### src/rtl/llm_pkg.sv
// Shared widths, codes, reset values and channel class tables for the liveness monitor.
package llm_pkg;

    localparam int unsigned ACTION_W   = 1;
    localparam int unsigned CHANNEL_W  = 4;
    localparam int unsigned MASK_W     = 13;
    localparam int unsigned BEEP_W     = 3;
    localparam int unsigned MISS_W     = 8;
    localparam int unsigned RATE_W     = 10;
    localparam int unsigned LIMIT_W    = 8;
    localparam int unsigned THR_W      = 16;
    localparam int unsigned CFG_IDX_W  = 3;
    localparam int unsigned CFG_DATA_W = 16;

    localparam logic [MISS_W-1:0] MISS_MAX = '1;

    // Input action codes.
    localparam logic [ACTION_W-1:0] ACT_FRAME  = 1'b0;
    localparam logic [ACTION_W-1:0] ACT_WINDOW = 1'b1;

    // Configuration register indexes.
    localparam logic [CFG_IDX_W-1:0] CFG_RATE_SCALE   = 3'd0;
    localparam logic [CFG_IDX_W-1:0] CFG_MISS_LIMIT   = 3'd1;
    localparam logic [CFG_IDX_W-1:0] CFG_THR_BASE     = 3'd2;
    localparam logic [CFG_IDX_W-1:0] CFG_THR_HIGH     = 3'd3;
    localparam logic [CFG_IDX_W-1:0] CFG_THR_REMOTE   = 3'd4;
    localparam logic [CFG_IDX_W-1:0] CFG_THR_REFEREE  = 3'd5;
    localparam logic [CFG_IDX_W-1:0] CFG_THR_HOST     = 3'd6;

    // Reset values of the configuration registers.
    localparam logic [RATE_W-1:0]  RST_RATE_SCALE  = 10'd5;
    localparam logic [LIMIT_W-1:0] RST_MISS_LIMIT  = 8'd2;
    localparam logic [THR_W-1:0]   RST_THR_BASE    = 16'd200;
    localparam logic [THR_W-1:0]   RST_THR_HIGH    = 16'd850;
    localparam logic [THR_W-1:0]   RST_THR_REMOTE  = 16'd60;
    localparam logic [THR_W-1:0]   RST_THR_REFEREE = 16'd20;
    localparam logic [THR_W-1:0]   RST_THR_HOST    = 16'd40;

    // Buzzer priority levels.
    localparam logic [BEEP_W-1:0] BEEP_SILENT   = 3'd0;
    localparam logic [BEEP_W-1:0] BEEP_LINK     = 3'd1;
    localparam logic [BEEP_W-1:0] BEEP_MOTOR    = 3'd2;
    localparam logic [BEEP_W-1:0] BEEP_INERTIAL = 3'd3;
    localparam logic [BEEP_W-1:0] BEEP_REMOTE   = 3'd4;

    typedef enum logic [2:0] {
        THR_SEL_BASE,
        THR_SEL_HIGH,
        THR_SEL_REMOTE,
        THR_SEL_REFEREE,
        THR_SEL_HOST
    } thr_sel_t;

    typedef struct packed {
        logic [MISS_W-1:0] miss;
        logic              offline;
    } verdict_t;

    function automatic thr_sel_t thr_class_of(input int unsigned ch);
        thr_sel_t sel;
        case (ch) inside
            5, 7, [10:12]: sel = THR_SEL_HIGH;
            6:             sel = THR_SEL_REMOTE;
            8:             sel = THR_SEL_REFEREE;
            9:             sel = THR_SEL_HOST;
            default:       sel = THR_SEL_BASE;
        endcase
        return sel;
    endfunction

    function automatic logic [BEEP_W-1:0] beep_class_of(input int unsigned ch);
        logic [BEEP_W-1:0] lvl;
        case (ch) inside
            6:               lvl = BEEP_REMOTE;
            0, 5, 7:         lvl = BEEP_INERTIAL;
            [1:4], [10:12]:  lvl = BEEP_MOTOR;
            8, 9:            lvl = BEEP_LINK;
            default:         lvl = BEEP_SILENT;
        endcase
        return lvl;
    endfunction

endpackage

### src/rtl/llm_if.sv
// Valid/ready channel interfaces for the monitor's input items and results.
interface llm_in_if
    import llm_pkg::*;
();
    logic                 valid;
    logic                 ready;
    logic [ACTION_W-1:0]  action;
    logic [CHANNEL_W-1:0] channel;

    modport source (output valid, action, channel, input ready);
    modport sink   (input valid, action, channel, output ready);
endinterface

interface llm_out_if
    import llm_pkg::*;
();
    logic              valid;
    logic              ready;
    logic [MASK_W-1:0] error_mask;
    logic              any_error;
    logic [BEEP_W-1:0] beep_level;

    modport source (output valid, error_mask, any_error, beep_level, input ready);
    modport sink   (input valid, error_mask, any_error, beep_level, output ready);
endinterface

### src/rtl/link_liveness_monitor.sv
// Top level of the per-channel link liveness monitor.
//
// Each input request is either a frame seen on a channel or a window end. Frame
// requests are taken one per cycle while no window end is in progress: they
// read the channel's entry from a single state memory, add one to its frame
// count (saturating) and write it back from the modify stage, with the last
// write forwarded so that back-to-back frames on the same channel count
// correctly. Frames for a channel index of NUM_CHANNELS or more are taken and
// dropped. A window end holds off input while a sequencer walks every entry
// through the same read port and judges it (rate = count * rate_scale, saturated,
// against the channel's threshold class), updates its miss counter, clears its
// frame count and folds its offline flag into the result. The result request
// then leaves through an output register; if the previous result has not been
// taken yet, the walk waits in its last step until the register frees, and no
// requests are taken meanwhile. After reset every entry reads as zero through
// per-entry valid bits, so there is no clearing pass. Configuration writes are
// expected only while no request is in flight.
module link_liveness_monitor
    import llm_pkg::*;
#(
    parameter int unsigned NUM_CHANNELS = 13,
    parameter int unsigned COUNT_WIDTH  = 16
) (
    input  logic                  clk,
    input  logic                  rst_n,
    llm_in_if.sink                items,
    llm_out_if.source             results,
    input  logic                  cfg_we,
    input  logic [CFG_IDX_W-1:0]  cfg_index,
    input  logic [CFG_DATA_W-1:0] cfg_wdata
);

    localparam int unsigned IDX_W = (NUM_CHANNELS > 1) ? $clog2(NUM_CHANNELS) : 1;
    localparam logic [IDX_W-1:0] LAST_IDX = IDX_W'(NUM_CHANNELS - 1);

    typedef struct packed {
        logic [MISS_W-1:0]      miss;
        logic [COUNT_WIDTH-1:0] count;
    } entry_t;

    typedef enum logic [1:0] {
        ST_IDLE,
        ST_WALK,
        ST_DRAIN,
        ST_DONE
    } state_t;

    // Configuration registers.
    logic [RATE_W-1:0]  rate_scale_reg;
    logic [LIMIT_W-1:0] miss_limit_reg;
    logic [THR_W-1:0]   thr_base_reg;
    logic [THR_W-1:0]   thr_high_reg;
    logic [THR_W-1:0]   thr_remote_reg;
    logic [THR_W-1:0]   thr_referee_reg;
    logic [THR_W-1:0]   thr_host_reg;

    // State memory with registered read data and per-entry valid bits.
    entry_t             mem [NUM_CHANNELS];
    entry_t             rd_data_reg;
    logic [NUM_CHANNELS-1:0] valid_reg;
    logic [IDX_W-1:0]   rd_addr;

    // Sequencer, modify stage and forwarding register.
    state_t             state_reg;
    logic [IDX_W-1:0]   walk_idx_reg;
    logic               s1_valid_reg;
    logic               s1_eval_reg;
    logic [IDX_W-1:0]   s1_idx_reg;
    logic               fwd_valid_reg;
    logic [IDX_W-1:0]   fwd_addr_reg;
    entry_t             fwd_data_reg;

    // Window accumulators and output register.
    logic [MASK_W-1:0]  mask_reg;
    logic [MASK_W-1:0]  mask_next;
    logic               any_reg;
    logic               any_next;
    logic [BEEP_W-1:0]  level_reg;
    logic [BEEP_W-1:0]  level_next;
    logic               out_valid_reg;
    logic [MASK_W-1:0]  out_mask_reg;
    logic               out_any_reg;
    logic [BEEP_W-1:0]  out_level_reg;
    logic               out_load;

    logic               in_range;
    logic [IDX_W-1:0]   chan_idx;
    logic               frame_take;
    logic               window_take;
    entry_t             cur_entry;
    entry_t             wr_data;
    logic [COUNT_WIDTH-1:0] count_inc;
    logic [THR_W-1:0]   thr;
    logic [BEEP_W-1:0]  chan_level;
    verdict_t           verdict;

    assign items.ready = (state_reg == ST_IDLE);

    assign in_range    = 32'(items.channel) < NUM_CHANNELS;
    assign chan_idx    = in_range ? IDX_W'(items.channel) : '0;
    assign frame_take  = items.valid && items.ready && (items.action == ACT_FRAME) && in_range;
    assign window_take = items.valid && items.ready && (items.action == ACT_WINDOW);

    assign rd_addr = (state_reg == ST_WALK) ? walk_idx_reg : chan_idx;

    // The finished window result moves into the output register once it is free
    // or being emptied at this edge.
    assign out_load = (state_reg == ST_DONE) && (!out_valid_reg || results.ready);

    assign results.valid      = out_valid_reg;
    assign results.error_mask = out_mask_reg;
    assign results.any_error  = out_any_reg;
    assign results.beep_level = out_level_reg;

    // Configuration writes; indexes past the register list are ignored.
    always_ff @(posedge clk or negedge rst_n)
    begin
        if (!rst_n)
        begin
            rate_scale_reg  <= RST_RATE_SCALE;
            miss_limit_reg  <= RST_MISS_LIMIT;
            thr_base_reg    <= RST_THR_BASE;
            thr_high_reg    <= RST_THR_HIGH;
            thr_remote_reg  <= RST_THR_REMOTE;
            thr_referee_reg <= RST_THR_REFEREE;
            thr_host_reg    <= RST_THR_HOST;
        end
        else if (cfg_we)
        begin
            case (cfg_index)
                CFG_RATE_SCALE:  rate_scale_reg  <= cfg_wdata[RATE_W-1:0];
                CFG_MISS_LIMIT:  miss_limit_reg  <= cfg_wdata[LIMIT_W-1:0];
                CFG_THR_BASE:    thr_base_reg    <= cfg_wdata[THR_W-1:0];
                CFG_THR_HIGH:    thr_high_reg    <= cfg_wdata[THR_W-1:0];
                CFG_THR_REMOTE:  thr_remote_reg  <= cfg_wdata[THR_W-1:0];
                CFG_THR_REFEREE: thr_referee_reg <= cfg_wdata[THR_W-1:0];
                CFG_THR_HOST:    thr_host_reg    <= cfg_wdata[THR_W-1:0];
                default:         ;
            endcase
        end
    end

    // The memory itself: one write and one registered read per cycle. A read of
    // the entry written at the same edge returns the old contents.
    always_ff @(posedge clk)
    begin
        if (s1_valid_reg)
        begin
            mem[s1_idx_reg] <= wr_data;
        end
        rd_data_reg <= mem[rd_addr];
    end

    // An entry never written since reset reads as zero.
    always_ff @(posedge clk or negedge rst_n)
    begin
        if (!rst_n)
        begin
            valid_reg <= '0;
        end
        else if (s1_valid_reg)
        begin
            valid_reg[s1_idx_reg] <= 1'b1;
        end
    end

    // Current contents of the entry in the modify stage. The write committed at
    // the edge that issued this read is not in the read data, so it is forwarded.
    always_comb
    begin
        if (fwd_valid_reg && (fwd_addr_reg == s1_idx_reg))
        begin
            cur_entry = fwd_data_reg;
        end
        else if (valid_reg[s1_idx_reg])
        begin
            cur_entry = rd_data_reg;
        end
        else
        begin
            cur_entry = '0;
        end
    end

    always_comb
    begin
        case (thr_class_of(32'(s1_idx_reg)))
            THR_SEL_HIGH:    thr = thr_high_reg;
            THR_SEL_REMOTE:  thr = thr_remote_reg;
            THR_SEL_REFEREE: thr = thr_referee_reg;
            THR_SEL_HOST:    thr = thr_host_reg;
            default:         thr = thr_base_reg;
        endcase
    end

    llm_judge #(
        .COUNT_WIDTH (COUNT_WIDTH)
    ) u_judge (
        .count      (cur_entry.count),
        .miss       (cur_entry.miss),
        .rate_scale (rate_scale_reg),
        .threshold  (thr),
        .miss_limit (miss_limit_reg),
        .verdict    (verdict)
    );

    // Frame count saturates at its all-ones value.
    assign count_inc = (&cur_entry.count) ? cur_entry.count
                                          : cur_entry.count + COUNT_WIDTH'(1);

    always_comb
    begin
        if (s1_eval_reg)
        begin
            wr_data.miss  = verdict.miss;
            wr_data.count = '0;
        end
        else
        begin
            wr_data.miss  = cur_entry.miss;
            wr_data.count = count_inc;
        end
    end

    // Fold the verdict of the channel being judged into the window result.
    // Channels past the mask width still raise the alarm flag.
    assign chan_level = beep_class_of(32'(s1_idx_reg));

    always_comb
    begin
        mask_next  = mask_reg;
        any_next   = any_reg;
        level_next = level_reg;
        if (verdict.offline)
        begin
            any_next = 1'b1;
            if (32'(s1_idx_reg) < MASK_W)
            begin
                mask_next = mask_reg | (MASK_W'(1) << s1_idx_reg);
            end
            if (chan_level > level_reg)
            begin
                level_next = chan_level;
            end
        end
    end

    // Sequencer, modify stage, accumulators and output register.
    always_ff @(posedge clk or negedge rst_n)
    begin
        if (!rst_n)
        begin
            state_reg     <= ST_IDLE;
            walk_idx_reg  <= '0;
            s1_valid_reg  <= 1'b0;
            s1_eval_reg   <= 1'b0;
            s1_idx_reg    <= '0;
            fwd_valid_reg <= 1'b0;
            fwd_addr_reg  <= '0;
            fwd_data_reg  <= '0;
            mask_reg      <= '0;
            any_reg       <= 1'b0;
            level_reg     <= BEEP_SILENT;
            out_valid_reg <= 1'b0;
            out_mask_reg  <= '0;
            out_any_reg   <= 1'b0;
            out_level_reg <= BEEP_SILENT;
        end
        else
        begin
            fwd_valid_reg <= s1_valid_reg;
            fwd_addr_reg  <= s1_idx_reg;
            fwd_data_reg  <= wr_data;

            s1_valid_reg  <= frame_take || (state_reg == ST_WALK);
            s1_eval_reg   <= (state_reg == ST_WALK);
            s1_idx_reg    <= rd_addr;

            if (window_take)
            begin
                mask_reg  <= '0;
                any_reg   <= 1'b0;
                level_reg <= BEEP_SILENT;
            end
            else if (s1_valid_reg && s1_eval_reg)
            begin
                mask_reg  <= mask_next;
                any_reg   <= any_next;
                level_reg <= level_next;
            end

            if (out_load)
            begin
                out_valid_reg <= 1'b1;
                out_mask_reg  <= mask_reg;
                out_any_reg   <= any_reg;
                out_level_reg <= level_reg;
            end
            else if (results.valid && results.ready)
            begin
                out_valid_reg <= 1'b0;
            end

            case (state_reg)
                ST_IDLE:
                begin
                    if (window_take)
                    begin
                        walk_idx_reg <= '0;
                        state_reg    <= ST_WALK;
                    end
                end
                ST_WALK:
                begin
                    if (walk_idx_reg == LAST_IDX)
                    begin
                        state_reg <= ST_DRAIN;
                    end
                    else
                    begin
                        walk_idx_reg <= walk_idx_reg + IDX_W'(1);
                    end
                end
                ST_DRAIN:
                begin
                    state_reg <= ST_DONE;
                end
                ST_DONE:
                begin
                    if (out_load)
                    begin
                        state_reg <= ST_IDLE;
                    end
                end
                default:
                begin
                    state_reg <= ST_IDLE;
                end
            endcase
        end
    end

    // Every walk cycle feeds a judgement into the modify stage.
    a_walk_feeds_stage: assert property (@(posedge clk) disable iff (!rst_n)
        (state_reg == ST_WALK) |=> (s1_valid_reg && s1_eval_reg))
        else $error("walk step did not reach the modify stage");

    // A result only appears at the end of a walk.
    a_result_after_walk: assert property (@(posedge clk) disable iff (!rst_n)
        $rose(out_valid_reg) |-> $past(state_reg == ST_DONE))
        else $error("result raised outside the end of a walk");

    // Any flagged channel or buzzer level implies the alarm flag.
    a_alarm_consistent: assert property (@(posedge clk) disable iff (!rst_n)
        (out_valid_reg && ((out_mask_reg != '0) || (out_level_reg != BEEP_SILENT)))
        |-> out_any_reg)
        else $error("offline channel reported without alarm flag");

    // A window end holds off the next request.
    a_window_stalls: assert property (@(posedge clk) disable iff (!rst_n)
        window_take |=> !items.ready)
        else $error("request taken during a window walk");

endmodule

### src/rtl/llm_judge.sv
// Window judgement of one channel: scaled rate, threshold compare and miss counter update.
module llm_judge
    import llm_pkg::*;
#(
    parameter int unsigned COUNT_WIDTH = 16
) (
    input  logic [COUNT_WIDTH-1:0] count,
    input  logic [MISS_W-1:0]      miss,
    input  logic [RATE_W-1:0]      rate_scale,
    input  logic [THR_W-1:0]       threshold,
    input  logic [LIMIT_W-1:0]     miss_limit,
    output verdict_t               verdict
);

    localparam int unsigned PROD_W = COUNT_WIDTH + RATE_W;
    localparam int unsigned CMP_W  = (COUNT_WIDTH > THR_W) ? COUNT_WIDTH : THR_W;
    localparam logic [PROD_W-1:0] SAT_LIMIT = PROD_W'({COUNT_WIDTH{1'b1}});

    logic [PROD_W-1:0]      product;
    logic [COUNT_WIDTH-1:0] rate;
    logic                   low_rate;
    logic [MISS_W-1:0]      miss_upd;

    assign product = PROD_W'(count) * PROD_W'(rate_scale);

    always_comb
    begin
        if (product > SAT_LIMIT)
        begin
            rate = '1;
        end
        else
        begin
            rate = product[COUNT_WIDTH-1:0];
        end
        low_rate = CMP_W'(rate) < CMP_W'(threshold);
        if (!low_rate)
        begin
            miss_upd = '0;
        end
        else if (miss == MISS_MAX)
        begin
            miss_upd = miss;
        end
        else
        begin
            miss_upd = miss + MISS_W'(1);
        end
        verdict.miss    = miss_upd;
        verdict.offline = miss_upd > miss_limit;
    end

endmodule
### src/flat_wrapper.sv
// flat-port wrapper written by rule: the top's interface ports become plain ports
module link_liveness_monitor_flat import llm_pkg::*;
#(
    parameter int unsigned NUM_CHANNELS = 13,
    parameter int unsigned COUNT_WIDTH  = 16
)
  (clk, rst_n, cfg_we, cfg_index, cfg_wdata, items_valid, items_action, items_channel, items_ready, results_valid, results_error_mask, results_any_error, results_beep_level, results_ready);
  llm_in_if items_i ();
  llm_out_if results_i ();
  input  logic clk;
  input  logic rst_n;
  input  logic cfg_we;
  input  logic [CFG_IDX_W-1:0] cfg_index;
  input  logic [CFG_DATA_W-1:0] cfg_wdata;
  input wire logic [$bits(items_i.valid)-1:0] items_valid;
  input wire logic [$bits(items_i.action)-1:0] items_action;
  input wire logic [$bits(items_i.channel)-1:0] items_channel;
  output wire logic [$bits(items_i.ready)-1:0] items_ready;
  output wire logic [$bits(results_i.valid)-1:0] results_valid;
  output wire logic [$bits(results_i.error_mask)-1:0] results_error_mask;
  output wire logic [$bits(results_i.any_error)-1:0] results_any_error;
  output wire logic [$bits(results_i.beep_level)-1:0] results_beep_level;
  input wire logic [$bits(results_i.ready)-1:0] results_ready;
  assign items_i.valid = items_valid;
  assign items_i.action = items_action;
  assign items_i.channel = items_channel;
  assign items_ready = items_i.ready;
  assign results_valid = results_i.valid;
  assign results_error_mask = results_i.error_mask;
  assign results_any_error = results_i.any_error;
  assign results_beep_level = results_i.beep_level;
  assign results_i.ready = results_ready;
  link_liveness_monitor #(.NUM_CHANNELS(NUM_CHANNELS), .COUNT_WIDTH(COUNT_WIDTH)) u_core (.clk(clk), .rst_n(rst_n), .items(items_i), .results(results_i), .cfg_we(cfg_we), .cfg_index(cfg_index), .cfg_wdata(cfg_wdata));
endmodule
### config.mk
export PLATFORM = sky130hd
export DESIGN_NAME = link_liveness_monitor_flat
export DESIGN_NICKNAME = d
export VERILOG_FILES = /design/src/rtl/llm_pkg.sv /design/src/rtl/llm_if.sv /design/src/rtl/link_liveness_monitor.sv /design/src/rtl/llm_judge.sv /design/src/flat_wrapper.sv
export SDC_FILE = /design/constraint.sdc
export NUM_CORES = 1
export LEC_CHECK = 0
export BUFFER_PORTS_ARGS = -buffer_cell sky130_fd_sc_hd__buf_2
export CAP_MARGIN = 20
export CORE_UTILIZATION = 45
export CTS_BUF_LIST = sky130_fd_sc_hd__clkbuf_16
export DETAILED_ROUTE_END_ITERATION = 8
export PLACE_DENSITY = 0.6
export SLEW_MARGIN = 20
export SYNTH_ARGS = -nofsm -noshare
export SYNTH_HDL_FRONTEND = slang
export SYNTH_SLANG_ARGS = --single-unit
export TNS_END_PERCENT = 5
### constraint.sdc
create_clock -name clk -period 17.85 [get_ports clk]
set_clock_uncertainty 0.15 [all_clocks]
set_input_delay 1.785 -clock clk [delete_from_list [all_inputs] [get_ports clk]]
set_output_delay 1.785 -clock clk [all_outputs]
set_load 0.03 [all_outputs]
==> flow_summary.json <==
{
  "status": "complete, but fails checks",
  "violations": "DRC",
  "syn_inst": 2068,
  "rsz0062_at_grt": "false",
  "via_per_inst": 5.704,
  "finalCriticalPeriod_ns": 13.45,
  "postCtsSetupRepairBufs": 0,
  "vias": 16750,
  "synth_flop_cell": "edfxtp_1",
  "hold_ws_ns": 0.3275,
  "clkLatencyLatePin_ns": 0.61,
  "setup_viol": 0,
  "drt-total-wl_um": 62990,
  "largest_reg_flops": 312,
  "first_global_vias": 17680,
  "hold_buffers": 0,
  "syn2layout_area_growth_pct": 11.30,
  "place_hpwl_um": 40850,
  "clock.fmax_ghz": 0.07435,
  "synth_edf_count": 312,
  "cap_viol_max_count": 0,
  "drtPass1Iterations": 8,
  "relSlewSlack_pct": 28.32,
  "hold_viol_final": 0,
  "rr_endpoint": "u_core.level_reg[1]$_DFFE_PN0P_",
  "root_buffer": "clkbuf_16",
  "worstPathRequired_ns": 18.23,
  "cp-startpoint": "u_core.s1_idx_reg[0]$_DFF_PN0_",
  "initial_core_util_pct": 45.79,
  "maxSlewViolCount": 0,
  "reg2reg_depth": 39,
  "grt_pass1_wl_um": 99820,
  "cp-endpoint": "u_core.level_reg[1]$_DFFE_PN0P_",
  "clk_pin_slew_worst_paths_ns": 0.07,
  "postSynthAreaPerCell_um2": 13.14,
  "synth_warnings": 0,
  "synth_nets": 2302,
  "slowest_delay_ns": 0.79,
  "cp-start-kind": "flip-flop",
  "rr_startpoint": "u_core.s1_idx_reg[0]$_DFF_PN0_",
  "ant_nets": 0,
  "fp.dieArea_um2": 61390,
  "hold_class": "flip-flop to flip-flop",
  "core_area_um2": 59350,
  "crit_fanout": 28,
  "num_io_pins": 48,
  "clock-sinks": 523,
  "cp.arrival_ns": 13.83,
  "num_rows": 89,
  "wl_per_cell_um": 21.45,
  "max_slew.worst_pin.slew_ns": 1.075,
  "die_y_um": 247.8,
  "ff2ff_setup_slack_ns": 4.40,
  "cts_buffers": 53,
  "yosysSeqAreaShare_pct": 53.54,
  "endpoint_kind": "flip-flop",
  "drc": 4,
  "cts-htree-levels": 2,
  "cts_resized": 0,
  "port_buffers": 47,
  "ctsLongestPathBuffers": 3,
  "antenna_found_initial": 3,
  "synthArstFlopShare_pct": 35.76,
  "cts_tree": "done",
  "cpMaxStageDelayCell": "mux4_2",
  "initialDrtViolationCount": 1331,
  "synth_seq_cells": 523,
  "critPathKind": "flip-flop to flip-flop",
  "layout_worst_path_cycle_share_pct": 75.35,
  "num-nets-final": 2350,
  "synth_cell_types": 84,
  "grt.total_usage_pct": 21.27,
  "netlist_area_um2": 27180,
  "setup_tns_ns": 0,
  "routabilityCongestion": 0.8374,
  "drive_gt1_share_pct": 20.31,
  "fp.dieW_um": 247.8,
  "grt_max_degree": 103,
  "grt.overflow.total": 0
}
-- through the flow --
stage	utilization, %	cells	worst slack [ns]	cell area [µm²]
2_1_floorplan	-	2068	6.298	27180
3_3_place_gp	47.89	2832	4.360	28420
3_5_place_dp	47.96	2834	4.043	28470
4_1_cts	50.91	2934	3.976	30220
5_1_grt	50.96	2936	3.601	30250
6_report	50.97	2937	4.400	30250
-- cell usage after synthesis (all sizes together) (16+ instances only) --
cell | instances | area share (%)
edfxtp | 312 | 34
nand2 | 202 | 2.8
dfrtp | 168 | 15
inv | 142 | 2.0
fa | 110 | 8.1
mux2 | 108 | 4.5
ha | 95 | 4.4
and2 | 89 | 2.0
clkbuf | 85 | 1.2
mux4 | 76 | 6.3
o21ai | 73 | 1.4
a21oi | 68 | 1.3
nand3 | 65 | 1.2
nor2 | 63 | 0.88
a211oi | 33 | 0.91
mux2i | 31 | 1.1
nor2b | 29 | 0.67
dfxtp | 24 | 1.8
o21a | 24 | 0.66
xnor2 | 21 | 0.68
or2 | 20 | 0.46
dfstp | 19 | 1.8
nor3 | 19 | 0.39
buf | 18 | 0.42
a222oi | 16 | 0.59
-- kinds of logic after synthesis --
group | synth area share, %
AOI/OAI and AO/OA | 7.103
xor gates and xnor gates | 1.031
adders and majority gates | 12.48
buffers and inverters | 3.554
DFF | 53.54
muxes | 11.91
and+or+nand+nor | 10.38
-- worst max-delay path, delay by kind of cell, from the launching register on --
family | cells | cell delay (ns)
buffers and inverters | 2 | 0.10
flip-flops | 1 | 0.63
AO/OA/AOI/OAI | 17 | 4.23
multiplexers | 2 | 1.36
AND/OR/NAND/NOR | 10 | 3.19
adder cells (fa/ha/maj) | 8 | 3.63
-- worst min-delay path by stage --
| stage | from | endpoint | slack (ns) | cells past startpoint |
|---|---|---|---|---|
| 4_1_cts | u_core.valid_reg[10]$_DFFE_PN0P_ | u_core.valid_reg[10]$_DFFE_PN0P_ | 0.33 | 1 |
| 3_5_place_dp | u_core.valid_reg[10]$_DFFE_PN0P_ | u_core.valid_reg[10]$_DFFE_PN0P_ | 0.30 | 1 |
| 5_1_grt | u_core.valid_reg[4]$_DFFE_PN0P_ | u_core.valid_reg[4]$_DFFE_PN0P_ | 0.35 | 1 |
| 6_report | u_core.valid_reg[7]$_DFFE_PN0P_ | u_core.valid_reg[7]$_DFFE_PN0P_ | 0.33 | 1 |
| 2_1_floorplan | u_core.s1_idx_reg[2]$_DFF_PN0_ | u_core.fwd_addr_reg[2]$_DFF_PN0_ | 0.20 | 0 |
| 3_3_place_gp | u_core.valid_reg[1]$_DFFE_PN0P_ | u_core.valid_reg[1]$_DFFE_PN0P_ | 0.31 | 1 |
-- routing by layer --
layer | vias up | GRT usage [%] | part of all wire [%] | wire length (µm)
met1 | 8733 | 28.92 | 44 | 27850
met2 | 365 | 35.77 | 49 | 30970
li1 | 7564 | - | - | -
met4 | 0 | 6.315 | 2.4 | 1506
met3 | 92 | 2.617 | 4.2 | 2661
met5 | - | 0 | 0 | 0
-- final cells by class --
class                      instances  area, µm²
clock inverter                    47      422.9
clock buffer                      53       1326
tap                              773      967.2
inverter                         142      535.5
timing repair buffer              96      631.9
multi-input combinational       1300      11810
sequential                       523      14550
antenna                            3      7.507
fill                            5167      29100
-- layout by cell type, fill, tap and decap left out, types with 15 or more instances in the layout --
cell type / instances
a21oi_1: 64
mux4_2: 76
mux2_2: 107
or2_2: 19
nor3_1: 15
a222oi_1: 16
nor2b_1: 29
xnor2_1: 20
fa_1: 110
o21ai_0: 69
ha_1: 95
nor2_1: 50
o21a_1: 24
edfxtp_1: 312
dfstp_2: 19
a21o_1: 15
dfxtp_1: 24
inv_1: 151
buf_2: 46
dfrtp_1: 168
a211oi_1: 33
mux2i_1: 31
buf_4: 46
and2_1: 89
nand2_1: 202
nand3_1: 64
clkbuf_16: 53
Power is left out: the tool's default activity adds up to more than one toggle a clock period on the data nets, which glitch-free logic cannot reach.
